<file path="config.mk">
export PLATFORM = sky130hd
export DESIGN_NAME = tlb_fifo_lru_lookup_flat
export DESIGN_NICKNAME = d
export VERILOG_FILES = /design/src/rtl/tlbf_pkg.sv /design/src/rtl/tlbf_if.sv /design/src/rtl/tlb_fifo_lru_lookup.sv /design/src/rtl/tlbf_cell.sv /design/src/flat_wrapper.sv
export SDC_FILE = /design/constraint.sdc
export NUM_CORES = 2
export LEC_CHECK = 0
export BUFFER_PORTS_ARGS = -buffer_cell sky130_fd_sc_hd__buf_2
export CAP_MARGIN = 20
export CORE_UTILIZATION = 50
export DETAILED_ROUTE_END_ITERATION = 8
export HOLD_SLACK_MARGIN = 0.15
export PLACE_DENSITY_LB_ADDON = 0.1
export SKIP_LAST_GASP = 1
export SLEW_MARGIN = 20
export SYNTH_ARGS = -nofsm -noshare
export SYNTH_HDL_FRONTEND = slang
export SYNTH_SLANG_ARGS = --single-unit
export TNS_END_PERCENT = 5
</file>
<file path="constraint.sdc">
create_clock -name clk_i -period 8.5 [get_ports clk_i]
set_input_delay 1.7 -clock clk_i [delete_from_list [all_inputs] [get_ports clk_i]]
set_output_delay 1.7 -clock clk_i [all_outputs]
set_load 0.01 [all_outputs]
</file>
<file path="src/rtl/tlbf_pkg.sv">
`default_nettype none

package tlbf_pkg;

  localparam int unsigned ProcW   = 16;
  localparam int unsigned PageW   = 20;
  localparam int unsigned FrameW  = 16;
  localparam int unsigned SizeW   = 6;
  localparam int unsigned CfgIdxW = 1;
  localparam int unsigned CfgDataW = SizeW;

  localparam logic ActLookup = 1'b0;
  localparam logic ActFill   = 1'b1;

  localparam logic ModeFifo = 1'b0;
  localparam logic ModeLru  = 1'b1;

  localparam logic [CfgIdxW-1:0] RegMode = 1'b0;
  localparam logic [CfgIdxW-1:0] RegSize = 1'b1;

  localparam logic [SizeW-1:0] SizeReset = 6'd32;

  typedef struct packed {
    logic [ProcW-1:0]  proc_id;
    logic [PageW-1:0]  page_num;
    logic [FrameW-1:0] frame;
  } entry_t;

  typedef struct packed {
    logic load;
    logic shift;
  } cell_ctrl_t;

endpackage

`default_nettype wire

</file>
<file path="src/rtl/tlbf_if.sv">
`default_nettype none

interface tlbf_in_if;
  import tlbf_pkg::*;

  logic              valid;
  logic              ready;
  logic              action;
  logic [ProcW-1:0]  proc_id;
  logic [PageW-1:0]  page_num;
  logic [FrameW-1:0] fill_frame;

  modport source (output valid, action, proc_id, page_num, fill_frame, input ready);
  modport sink   (input valid, action, proc_id, page_num, fill_frame, output ready);
endinterface

interface tlbf_out_if;
  import tlbf_pkg::*;

  logic              valid;
  logic              ready;
  logic              hit;
  logic [FrameW-1:0] frame_out;
  logic              evicted;

  modport source (output valid, hit, frame_out, evicted, input ready);
  modport sink   (input valid, hit, frame_out, evicted, output ready);
endinterface

`default_nettype wire

</file>
<file path="src/rtl/tlb_fifo_lru_lookup.sv">
// Channel   Dir  Payload                                   Transfer
// in_if     in   action, proc_id, page_num, fill_frame     valid && ready
// out_if    out  hit, frame_out, evicted                   valid && ready
// cfg       in   cfg_idx_i, cfg_data_i                     cfg_we_i
//
// Each item passes through the transfer, a state that registers the key
// compare of every cell, one that registers the oldest and youngest match,
// and one that updates the cell row and loads the output register.
// The update waits while the output register still holds an untaken result.
// Reset empties the queue at once; no clearing pass is needed.
`default_nettype none

module tlb_fifo_lru_lookup #(
  parameter int unsigned MAX_ENTRIES = 32
) (
  input  wire                              clk_i,
  input  wire                              rst_ni,
  input  wire                              cfg_we_i,
  input  wire [tlbf_pkg::CfgIdxW-1:0]      cfg_idx_i,
  input  wire [tlbf_pkg::CfgDataW-1:0]     cfg_data_i,
  tlbf_in_if.sink                          in_if,
  tlbf_out_if.source                       out_if
);
  import tlbf_pkg::*;

  localparam int unsigned IdxW = (MAX_ENTRIES > 1) ? $clog2(MAX_ENTRIES) : 1;
  localparam int unsigned CntW = $clog2(MAX_ENTRIES + 1);
  localparam int unsigned LimW = (CntW > SizeW) ? CntW : SizeW;

  localparam logic [1:0] StIdle = 2'd0;
  localparam logic [1:0] StCmp  = 2'd1;
  localparam logic [1:0] StSel  = 2'd2;
  localparam logic [1:0] StUpd  = 2'd3;

  logic [1:0]        state_q, state_d;
  logic              mode_q;
  logic [SizeW-1:0]  size_q;
  logic [CntW-1:0]   count_q, count_d;

  logic              act_q;
  entry_t            item_q;

  logic [MAX_ENTRIES-1:0] match_q;
  logic [MAX_ENTRIES-1:0] oh_lo_q, oh_hi_q;
  logic                   any_q;

  logic              out_valid_q;
  logic              out_hit_q;
  logic [FrameW-1:0] out_frame_q;
  logic              out_ev_q;

  entry_t                 ent [MAX_ENTRIES];
  cell_ctrl_t             ctrl [MAX_ENTRIES];
  logic [MAX_ENTRIES-1:0] eq;
  entry_t                 ins;

  logic                   in_xfer, upd_go, full;
  logic [MAX_ENTRIES-1:0] valid_vec, m_vld, m_rev, lo_rev, oh_lo_d, oh_hi_d;
  logic [MAX_ENTRIES-1:0] sel, ge_mask, from_mask;
  logic [FrameW-1:0]      sel_frame;
  logic [IdxW-1:0]        ins_pos;
  logic                   ins_en, hit_now;

  assign in_xfer     = in_if.valid && in_if.ready;
  assign in_if.ready = (state_q == StIdle);
  assign upd_go      = (state_q == StUpd) && (!out_valid_q || out_if.ready);

  assign out_if.valid     = out_valid_q;
  assign out_if.hit       = out_hit_q;
  assign out_if.frame_out = out_frame_q;
  assign out_if.evicted   = out_ev_q;

  always_comb begin
    state_d = state_q;
    unique case (state_q)
      StIdle: begin
        if (in_xfer) begin
          state_d = StCmp;
        end
      end
      StCmp: state_d = StSel;
      StSel: state_d = StUpd;
      StUpd: begin
        if (upd_go) begin
          state_d = StIdle;
        end
      end
      default: state_d = StIdle;
    endcase
  end

  always_ff @(posedge clk_i or negedge rst_ni) begin
    if (!rst_ni) begin
      state_q     <= StIdle;
      mode_q      <= ModeFifo;
      size_q      <= SizeReset;
      count_q     <= '0;
      out_valid_q <= 1'b0;
    end else begin
      state_q <= state_d;
      count_q <= count_d;
      if (cfg_we_i) begin
        unique case (cfg_idx_i)
          RegMode: mode_q <= cfg_data_i[0];
          RegSize: size_q <= cfg_data_i;
          default: ;
        endcase
      end
      if (upd_go) begin
        out_valid_q <= 1'b1;
      end else if (out_if.ready) begin
        out_valid_q <= 1'b0;
      end
    end
  end

  always_ff @(posedge clk_i) begin
    if (in_xfer) begin
      act_q          <= in_if.action;
      item_q.proc_id <= in_if.proc_id;
      item_q.page_num <= in_if.page_num;
      item_q.frame   <= in_if.fill_frame;
    end
    if (state_q == StCmp) begin
      match_q <= m_vld;
    end
    if (state_q == StSel) begin
      oh_lo_q <= oh_lo_d;
      oh_hi_q <= oh_hi_d;
      any_q   <= |match_q;
    end
    if (upd_go) begin
      out_hit_q   <= hit_now;
      out_frame_q <= hit_now ? sel_frame : '0;
      out_ev_q    <= (act_q == ActFill) && full;
    end
  end

  // Oldest match by isolating the lowest set bit, youngest by doing the same
  // on the reversed vector.
  always_comb begin
    for (int k = 0; k < MAX_ENTRIES; k++) begin
      valid_vec[k] = (CntW'(k) < count_q);
      m_rev[k]     = match_q[MAX_ENTRIES-1-k];
    end
    m_vld   = eq & valid_vec;
    oh_lo_d = match_q & (~match_q + MAX_ENTRIES'(1));
    lo_rev  = m_rev & (~m_rev + MAX_ENTRIES'(1));
    for (int k = 0; k < MAX_ENTRIES; k++) begin
      oh_hi_d[k] = lo_rev[MAX_ENTRIES-1-k];
    end
  end

  always_comb begin
    sel       = (mode_q == ModeLru) ? oh_lo_q : oh_hi_q;
    sel_frame = '0;
    for (int k = 0; k < MAX_ENTRIES; k++) begin
      if (sel[k]) begin
        sel_frame = sel_frame | ent[k].frame;
      end
    end
    ge_mask = ~(oh_lo_q - MAX_ENTRIES'(1));
    full    = (LimW'(count_q) >= LimW'(size_q)) || (count_q == CntW'(MAX_ENTRIES));
    hit_now = (act_q == ActLookup) && any_q;

    ins       = item_q;
    from_mask = '0;
    ins_pos   = IdxW'(count_q - CntW'(1));
    ins_en    = 1'b0;
    count_d   = count_q;
    if (act_q == ActLookup) begin
      if ((mode_q == ModeLru) && any_q) begin
        ins.frame = sel_frame;
        from_mask = ge_mask;
        ins_en    = upd_go;
      end
    end else if (full) begin
      from_mask = '1;
      ins_en    = upd_go && (count_q != '0);
    end else begin
      ins_pos = IdxW'(count_q);
      ins_en  = upd_go;
      count_d = upd_go ? count_q + CntW'(1) : count_q;
    end

    for (int k = 0; k < MAX_ENTRIES; k++) begin
      ctrl[k].load  = ins_en && (IdxW'(k) == ins_pos);
      ctrl[k].shift = ins_en && from_mask[k] && (IdxW'(k) < ins_pos);
    end
  end

  for (genvar g = 0; g < MAX_ENTRIES; g++) begin : g_cell
    entry_t nb;
    if (g == MAX_ENTRIES - 1) begin : g_last
      assign nb = ins;
    end else begin : g_mid
      assign nb = ent[g+1];
    end

    tlbf_cell u_cell (
      .clk_i   (clk_i),
      .ctrl_i  (ctrl[g]),
      .ins_i   (ins),
      .nb_i    (nb),
      .entry_o (ent[g]),
      .eq_o    (eq[g])
    );
  end

endmodule

`default_nettype wire

</file>
<file path="src/rtl/tlbf_cell.sv">
`default_nettype none

module tlbf_cell (
  input  wire                 clk_i,
  input  tlbf_pkg::cell_ctrl_t ctrl_i,
  input  tlbf_pkg::entry_t     ins_i,
  input  tlbf_pkg::entry_t     nb_i,
  output tlbf_pkg::entry_t     entry_o,
  output logic                 eq_o
);
  import tlbf_pkg::*;

  entry_t entry_q;
  entry_t entry_d;

  always_comb begin
    entry_d = entry_q;
    if (ctrl_i.load) begin
      entry_d = ins_i;
    end else if (ctrl_i.shift) begin
      entry_d = nb_i;
    end
  end

  always_ff @(posedge clk_i) begin
    entry_q <= entry_d;
  end

  assign eq_o    = (entry_q.proc_id == ins_i.proc_id) && (entry_q.page_num == ins_i.page_num);
  assign entry_o = entry_q;

endmodule

`default_nettype wire
</file>
<file path="src/flat_wrapper.sv">
// flat-port wrapper written by rule: the top's interface ports become plain ports
module tlb_fifo_lru_lookup_flat import tlbf_pkg::*;
#(
  parameter int unsigned MAX_ENTRIES = 32
)
  (clk_i, rst_ni, cfg_we_i, cfg_idx_i, cfg_data_i, in_if_valid, in_if_action, in_if_proc_id, in_if_page_num, in_if_fill_frame, in_if_ready, out_if_valid, out_if_hit, out_if_frame_out, out_if_evicted, out_if_ready);
  tlbf_in_if in_if_i ();
  tlbf_out_if out_if_i ();
  input  wire clk_i;
  input  wire rst_ni;
  input  wire cfg_we_i;
  input  wire [tlbf_pkg::CfgIdxW-1:0] cfg_idx_i;
  input  wire [tlbf_pkg::CfgDataW-1:0] cfg_data_i;
  input wire logic [$bits(in_if_i.valid)-1:0] in_if_valid;
  input wire logic [$bits(in_if_i.action)-1:0] in_if_action;
  input wire logic [$bits(in_if_i.proc_id)-1:0] in_if_proc_id;
  input wire logic [$bits(in_if_i.page_num)-1:0] in_if_page_num;
  input wire logic [$bits(in_if_i.fill_frame)-1:0] in_if_fill_frame;
  output wire logic [$bits(in_if_i.ready)-1:0] in_if_ready;
  output wire logic [$bits(out_if_i.valid)-1:0] out_if_valid;
  output wire logic [$bits(out_if_i.hit)-1:0] out_if_hit;
  output wire logic [$bits(out_if_i.frame_out)-1:0] out_if_frame_out;
  output wire logic [$bits(out_if_i.evicted)-1:0] out_if_evicted;
  input wire logic [$bits(out_if_i.ready)-1:0] out_if_ready;
  assign in_if_i.valid = in_if_valid;
  assign in_if_i.action = in_if_action;
  assign in_if_i.proc_id = in_if_proc_id;
  assign in_if_i.page_num = in_if_page_num;
  assign in_if_i.fill_frame = in_if_fill_frame;
  assign in_if_ready = in_if_i.ready;
  assign out_if_valid = out_if_i.valid;
  assign out_if_hit = out_if_i.hit;
  assign out_if_frame_out = out_if_i.frame_out;
  assign out_if_evicted = out_if_i.evicted;
  assign out_if_i.ready = out_if_ready;
  tlb_fifo_lru_lookup #(.MAX_ENTRIES(MAX_ENTRIES)) u_core (.clk_i(clk_i), .rst_ni(rst_ni), .cfg_we_i(cfg_we_i), .cfg_idx_i(cfg_idx_i), .cfg_data_i(cfg_data_i), .in_if(in_if_i), .out_if(out_if_i));
endmodule
</file>
== Yosys cells after proc, flatten, opt, wreduce, memory -nomap -nowiden ==
Cells that the tools add are included.

* Register bits: 1848
* Input port bits: 65
* Output and inout port bits: 20
* Logic and storage cells: 613

* Add/sub/neg operators: 5
* Magnitude comparators: 65
* Equality and inequality tests: 101
* Mux-type cells: 112
* Bitwise logic cells: 40
* Reductions and logical operators: 178

{| class="wikitable"
|+ Operator list
! operator !! number
|-
| $mux 52 || 64
|-
| $eq 20x20->1 || 32
|-
| $mux 16 || 34
|-
| $eq 16x16->1 || 32
|-
| $or 16x16->16 || 31
|-
| $logic_and 1x1->1 || 134
|-
| $mux 32 || 4
|-
| $and 32x32->32 || 3
|-
| $lt 5x6->1 const A || 16
|-
| $not 32->32 || 3
|-
| $eq 5x5->1 const A || 16
|-
| $lt 5x5->1 const A || 16
|-
| $reduce_bool 2->1 || 33
|-
| $add 32x1->32 const B || 2
|-
| $lt 4x6->1 const A || 8
|-
| $eq 4x5->1 const A || 8
|-
| $lt 4x5->1 const A || 8
|-
| $reduce_or 32->1 || 1
|-
| $sub 32x1->32 const B || 1
|-
| $lt 3x6->1 const A || 4
|-
| $eq 3x5->1 const A || 4
|-
| $lt 3x5->1 const A || 4
|-
| $lt 1x6->1 const A || 2
|-
| $lt 2x6->1 const A || 2
|-
| 24 further kinds || 39
|}

== Longest topological paths before layout ==
* Word-level depth: 68
* Depth in mapped cells: 16
* Depth with buffers taken out: 9

== Hierarchy ==
From an unflattened synthesis, not the netlist that was laid out.

* Cell total of the unflattened synthesis: 6263
* Area, all modules: 94954.8 sq um

{| class="wikitable"
|+ By module, submodules not included
! module !! times used !! cells an instance !! area each (sq um) !! sequential area each (sq um)
|-
| tlbf_cell || 32 || 159 || 2578.7 || 1561.5
|-
| tlb_fifo_lru_lookup || 1 || 1175 || 12435.7 || 5446.5
|}

== Worst setup path before layout ==
OpenSTA, ideal clock, no wires.

* Kind: input to register
* Start: input port out_if_ready
* End: register u_core.g_cell[24].u_cell.entry_q (netlist bit u_core.g_cell[24].u_cell.entry_o[0]) (enable)
* Library setup time: 0.539 ns
* Data arrival time: 7.242 ns
* Required time: 7.961 ns
* Slack: 0.719 ns
* Cell stages on the path: 7
* Buffers on the path: 2
* Cell sequence: nand2b_1 > and2_1 > o221a_2 > clkbuf_1 > clkbuf_1 > nand2_1 > o31ai_1

* Cells in the longest elaborated chain, start to end: 8
* Elaborated cells between the ends (all ways): 10
* Those cells by class: mux (3); reduce/logical (7)

{| class="wikitable"
|+ RTL lines
! element !! RTL line !! RTL
|-
| from (decl) || flat_wrapper.sv:24 || <nowiki>input wire logic [$bits(out_if_i.ready)-1:0] out_if_ready;</nowiki>
|-
| $logic_or 1x1->1 (*) || tlb_fifo_lru_lookup.sv:66 || <nowiki>assign upd_go = (state_q == StUpd) && (!out_valid_q || out_if.ready);</nowiki>
|-
| $logic_and 1x1->1 (*) || tlb_fifo_lru_lookup.sv:66 ||
|-
| via u_core.upd_go || tlb_fifo_lru_lookup.sv:57 || <nowiki>logic in_xfer, upd_go, full;</nowiki>
|-
| $logic_and 1x1->1 || tlb_fifo_lru_lookup.sv:179 || <nowiki>ins_en = upd_go && (count_q != '0);</nowiki>
|-
| $mux 1 || tlb_fifo_lru_lookup.sv:177 || <nowiki>end else if (full) begin</nowiki>
|-
| $mux 1 (*) || tlb_fifo_lru_lookup.sv:171 || <nowiki>if (act_q == ActLookup) begin</nowiki>
|-
| $logic_and 1x1->1 (2 in series) || tlb_fifo_lru_lookup.sv:188 || <nowiki>ctrl[k].shift = ins_en && from_mask[k] && (IdxW'(k) < ins_pos);</nowiki>
|-
| $reduce_bool 2->1 (no line) (*) || -- ||
|-
| to (signal assigned) || tlbf_cell.sv:26 || <nowiki>entry_q <= entry_d;</nowiki>
|-
| to (decl) || tlbf_cell.sv:13 || <nowiki>entry_t entry_q;</nowiki>
|}

Mark *: on every way through the listed nets, which the timed path passes. The rest lies on a longest branch.
A chain may end at the register's enable or synchronous reset.

== Worst setup path in the final report ==
* Start: register u_core.count_q[0]
* End: register u_core.g_cell[11].u_cell.entry_q (netlist bit u_core.g_cell[11].u_cell.entry_o[40]) (enable)

* Cells in the longest elaborated chain, start to end: 7
* Elaborated cells between the ends (all ways): 18
* Those cells by class: add/sub (1); order compare (2); eq/ne (2); mux (6); reduce/logical (7)

{| class="wikitable"
|+ RTL lines
! element !! RTL line !! RTL
|-
| from (decl) || tlb_fifo_lru_lookup.sv:38 || <nowiki>logic [CntW-1:0] count_q, count_d;</nowiki>
|-
| from (signal assigned) || tlb_fifo_lru_lookup.sv:101 || <nowiki>count_q <= count_d;</nowiki>
|-
| $ge 6x6->1, or another cell as far along || tlb_fifo_lru_lookup.sv:163 || <nowiki>full = (LimW'(count_q) >= LimW'(size_q)) || (count_q == CntW'(MAX_ENTRIES));</nowiki>
|-
| $logic_or 1x1->1 or $logic_and 1x1->1 (tied branches) || tlb_fifo_lru_lookup.sv:163, tlb_fifo_lru_lookup.sv:179 ||
|-
| $mux 5, or another cell as far along || tlb_fifo_lru_lookup.sv:177 ||
|-
| $mux 5, or another cell as far along || tlb_fifo_lru_lookup.sv:171 ||
|-
| $lt 4x5->1, or another cell as far along || tlb_fifo_lru_lookup.sv:188 ||
|-
| $logic_and 1x1->1, on equally long branches || tlb_fifo_lru_lookup.sv:188, tlb_fifo_lru_lookup.sv:187 ||
|-
| $reduce_bool 2->1 (no line) (*) || -- ||
|-
| to (signal assigned) || tlbf_cell.sv:26 ||
|-
| to (decl) || tlbf_cell.sv:13 ||
|}

Mark *: on every way between the ends. The rest lies on a longest branch, timed or not.

==> key figures <==
Outcome
  • Status: finished with violations
  • Violated checks: DRC

Clock tree
  • Post-CTS Resized: 0
  • # hold bufs at CTS: 0
  • H-tree depth: 4
  • Clk sinks: 1848
  • TritonCTS Buffers: 200
  • Reg clk slew, reported paths: 0.06 ns
  • Clock tree buffer depth: 3
  • Worst-Skew Late Latency: 0.89 ns
  • CTS tree: yes
  • CTS root buf: clkbuf_16
  • Setup bufs post-CTS: 0

Setup path
  • Critical path data arrival time: 6.38 ns
  • Worst endpoint required time: about 9.0 ns
  • Slowest stage delay, CP: 0.85 ns
  • Crit-path leading delay family: compound AO/OA/AOI/OAI gates
  • Worst path bufs/invs: 2
  • Crit start category: flop
  • Kind of critical path: reg -> reg
  • Critical Path, Cell by Cell: clkinv_1 > ha_1 > nor2b_1 > o21ai_0 > a211o_1 > a31oi_1 > nor2_2 > and4_2 > o21bai_4 > buf_4
  • Crit path capture type: flop
  • CP max stage cell: and4_2
  • Max FO, Critical Path: just over 40

Pwr
  • VDD IR-drop max: 0.222 mV
  • Leakage: approximately 35 nW
  • Net Sw Power: approximately 8.7 mW
  • Switching share of total power: around a third
  • Pwr Total: roughly 26 mW
  • Share of total power in sequential cells: between 40 and 50%
  • Clock power share: between 30% and 40%
  • P_int: 17.4 mW
  • Logic pwr share: 23.4%
  • PwrDens: roughly 250 nW/um^2

Timing
  • Unrepaired setup endpoints after global routing: no
  • Total negative setup slack: 0 ns
  • Clock skew: roughly 0.05 ns
  • Period utilisation layout: 69.3%
  • Fmax: 0.170 GHz
  • Fin crit period: roughly 5.9 ns
  • Slew headroom: 17.4%
  • Worst-Margin Slew: about 1.2 ns
  • Count of endpoints failing setup in the final report: 0
  • Slew Limit Fails: 0
  • Hold Fails Final Rpt: 0

Die
  • Number of top-level pins: 85
  • Core area: between 150000 and 200000 sq um
  • Starting Density: a little over 50%
  • Site Rows: 159
  • Die width: ~440 um
  • Die area: roughly 190000 sq um
  • Die height: ~440 um

Routing
  • Post-route ant nets: 0
  • DRC: 14
  • Routed WL: 331 mm
  • Initial DRC count: approximately 9400
  • Wirelength per Cell: around 36 um
  • First-pass DRT Iterations: 9
  • Vias: about 60000
  • Vias per cell: ~6.6

Run
  • Maxcap violations: 0

GRT
  • Largest net degree at the start of global routing: 67
  • Grt met2 use: a little under half
  • Initial antenna violation count: 13
  • Gr busiest metal: met1
  • Total global-route track usage: 33.8%
  • Grt ovf: 0
  • Routing usage on met1: about 50%
  • Routing usage on met3: a little under a tenth
  • Vias in the first global route: 57500
  • Global-route wire length before repair: approximately 460 mm

Synthesis
  • Async S/R FF share, synth: less than 1%
  • Synth Net Count: approximately 6600
  • Most frequently used flop master after synthesis: edfxtp_1
  • Post-synth EDFFs: 1832
  • Synth warn: 0
  • Syn Std Cell Area: 95000 sq um
  • Gate Count Post-Synth: roughly 6500
  • Top post-synthesis cells by area: edfxtp_1 (58%), mux2_2 (18%), xor2_1 (7.3%)
  • Top cell type's share of synthesized area: between 50% and 60%
  • Sequential cell area fraction in the yosys report: 58.3%
  • Library cells used by synthesis: 75
  • Area leader, netlist: edfxtp_1
  • Synthesis-stage register bit count: between 1500 and 2000
  • Syn_area_per_cell: between 10 and 15 sq um

Cells and area
  • Synthesis-to-layout area growth: 10.5%
  • Layout cells sized above 1: about a third
  • Most frequent cells in the layout: edfxtp_1 (1832), mux2_2 (1482), xor2_1 (794), xnor2_1 (390), a22oi_1 (257)
  • Commonest non-fill, non-tap cell in the layout: edfxtp_1
  • Layout net count: around 6600
  • Fillcell total: between 15000 and 20000

Placed design
  • Hpwl dp: 214 mm
  • PortBufs: 84
  • Final GP Congestion: roughly 0.94

Min path
  • Worst hold path type: reg -> reg
[state kept, by name (all words and copies together), names as in the netlist]
name	count
u_core.out_if.hit	1
u_core.count_q	6
u_core.out_if.frame_out	16
u_core.oh_lo_q	32
u_core.oh_hi_q	32
u_core.any_q	1
u_core.match_q	32
u_core.mode_q	1
u_core.out_if.evicted	1
u_core.out_if.valid	1
u_core.act_q	1
u_core.state_q	2
u_core.g_cell.u_cell.entry_o	1664
u_core.g_cell.nb	36
u_core.size_q	6
u_core.item_q	16
[cells by family (layout without fill, tap and decap cells)]
| logic type | after synthesis | in the layout | synth area share, % |
|---|---|---|---|
| buffers and inverters | 561 | 670 | 2.59 |
| and+or+nand+nor | 860 | 860 | 5.15 |
| other | 0 | 9 | 0 |
| adders and majority gates | 13 | 13 | 0.171 |
| xor gates and xnor gates | 1184 | 1184 | 10.9 |
| AOI/OAI and AO/OA | 472 | 472 | 3.64 |
| DFF | 1848 | 1848 | 58.3 |
| muxes | 1607 | 1607 | 19.2 |
[cells in the mapped netlist, types with 5 or more instances]
cell type	number
o2111ai_1	11
buf_1	130
nor4b_1	9
buf_2	134
mux2_4	47
mux2_1	75
or3_1	12
xnor2_1	390
inv_1	20
mux2_2	1482
o2bb2ai_1	48
nand4_1	186
nor2b_1	6
edfxtp_1	1832
nor3_1	70
o21ai_0	22
clkbuf_1	235
buf_4	28
a211oi_1	7
and3_1	25
or4_1	10
a2111oi_0	5
and2_1	24
xor2_1	794
nor4_1	227
nand2b_1	12
nand3_2	5
buf_6	11
dfrtp_1	15
a22oi_1	257
nor3b_1	7
ha_1	13
nand3_1	26
and4_1	8
nor2_1	92
a31oi_1	24
o31ai_1	11
a21oi_1	54
nand2_1	115
[final timing paths]
| check | startpoint | endpoint | slack [ns] | cells past startpoint |
|---|---|---|---|---|
| max reg2reg | u_core.count_q[0] | u_core.g_cell[11].u_cell.entry_o[40] | 2.61 | 10 |
| max | u_core.count_q[0] | u_core.g_cell[11].u_cell.entry_o[40] | 2.61 | 10 |
| min in group asynchronous | rst_ni | u_core.size_q[1] | 0.81 | 1 |
| min | u_core.out_if.valid | u_core.out_if.valid | 0.53 | 2 |
| max in group asynchronous | rst_ni | u_core.count_q[2] | 7.31 | 1 |
| min reg2reg | u_core.out_if.valid | u_core.out_if.valid | 0.53 | 2 |
[power by group through the flow]
| stage | combinational [mW] | clock, mW | sequential, mW |
|---|---|---|---|
| 2_1_floorplan | 3.40 | 0 | 11.4 |
| 3_3_place_gp | 5.85 | 0 | 11.6 |
| 3_5_place_dp | 5.88 | 0 | 11.6 |
| 4_1_cts | 5.90 | 8.61 | 11.4 |
| 5_1_grt | 6.26 | 8.92 | 11.4 |
| 6_report | 6.10 | 8.53 | 11.4 |
[final cells by class]
cell class              count  area, sq um  area share [%]
diodes                      9         22.5          0.0214
clock buffers             253         5250            5.00
clock inverters           114         1010           0.960
inverters                  22         82.6          0.0786
multi-input cells        4136        37800            36.0
flip-flops and latches   1848        55400            52.8
well taps                2495         3120            2.97
repair buffers            281         2290            2.18
[stage by stage]
step / cell area (sq um) / hold slack (ns) / util, % / instances / worst slack (ns)
6_report: 105000 / 0.528 / 55.8 / 9158 / 2.61
5_1_grt: 105000 / 0.551 / 55.8 / 9149 / 2.36
4_1_cts: 105000 / 0.529 / 55.8 / 9148 / 2.76
3_5_place_dp: 98700 / 0.505 / 52.5 / 8781 / 2.77
3_3_place_gp: 98700 / 0.496 / 52.4 / 8778 / 2.83
2_1_floorplan: 95000 / 0.424 / - / 6545 / 0.719
[worst register-to-register path: stages (launching register included)]
cell and delay (ns):
dfrtp_1 0.54, clkinv_1 0.37, ha_1 0.42, nor2b_1 0.07, o21ai_0 0.56, a211o_1 0.56, a31oi_1 0.30, nor2_2 0.75
and4_2 0.86, o21bai_4 0.43, buf_4 0.61
[metal layers]
metal / vias up / routed length, um / part of all wire (%)
li1: 24900 / - / -
met1: 30900 / 144000 / 44
met2: 3850 / 138000 / 42
met3: 641 / 37500 / 11
met4: 8 / 10800 / 3.3
met5: - / 61 / 0.018
(Power assumes the default switching activity.)
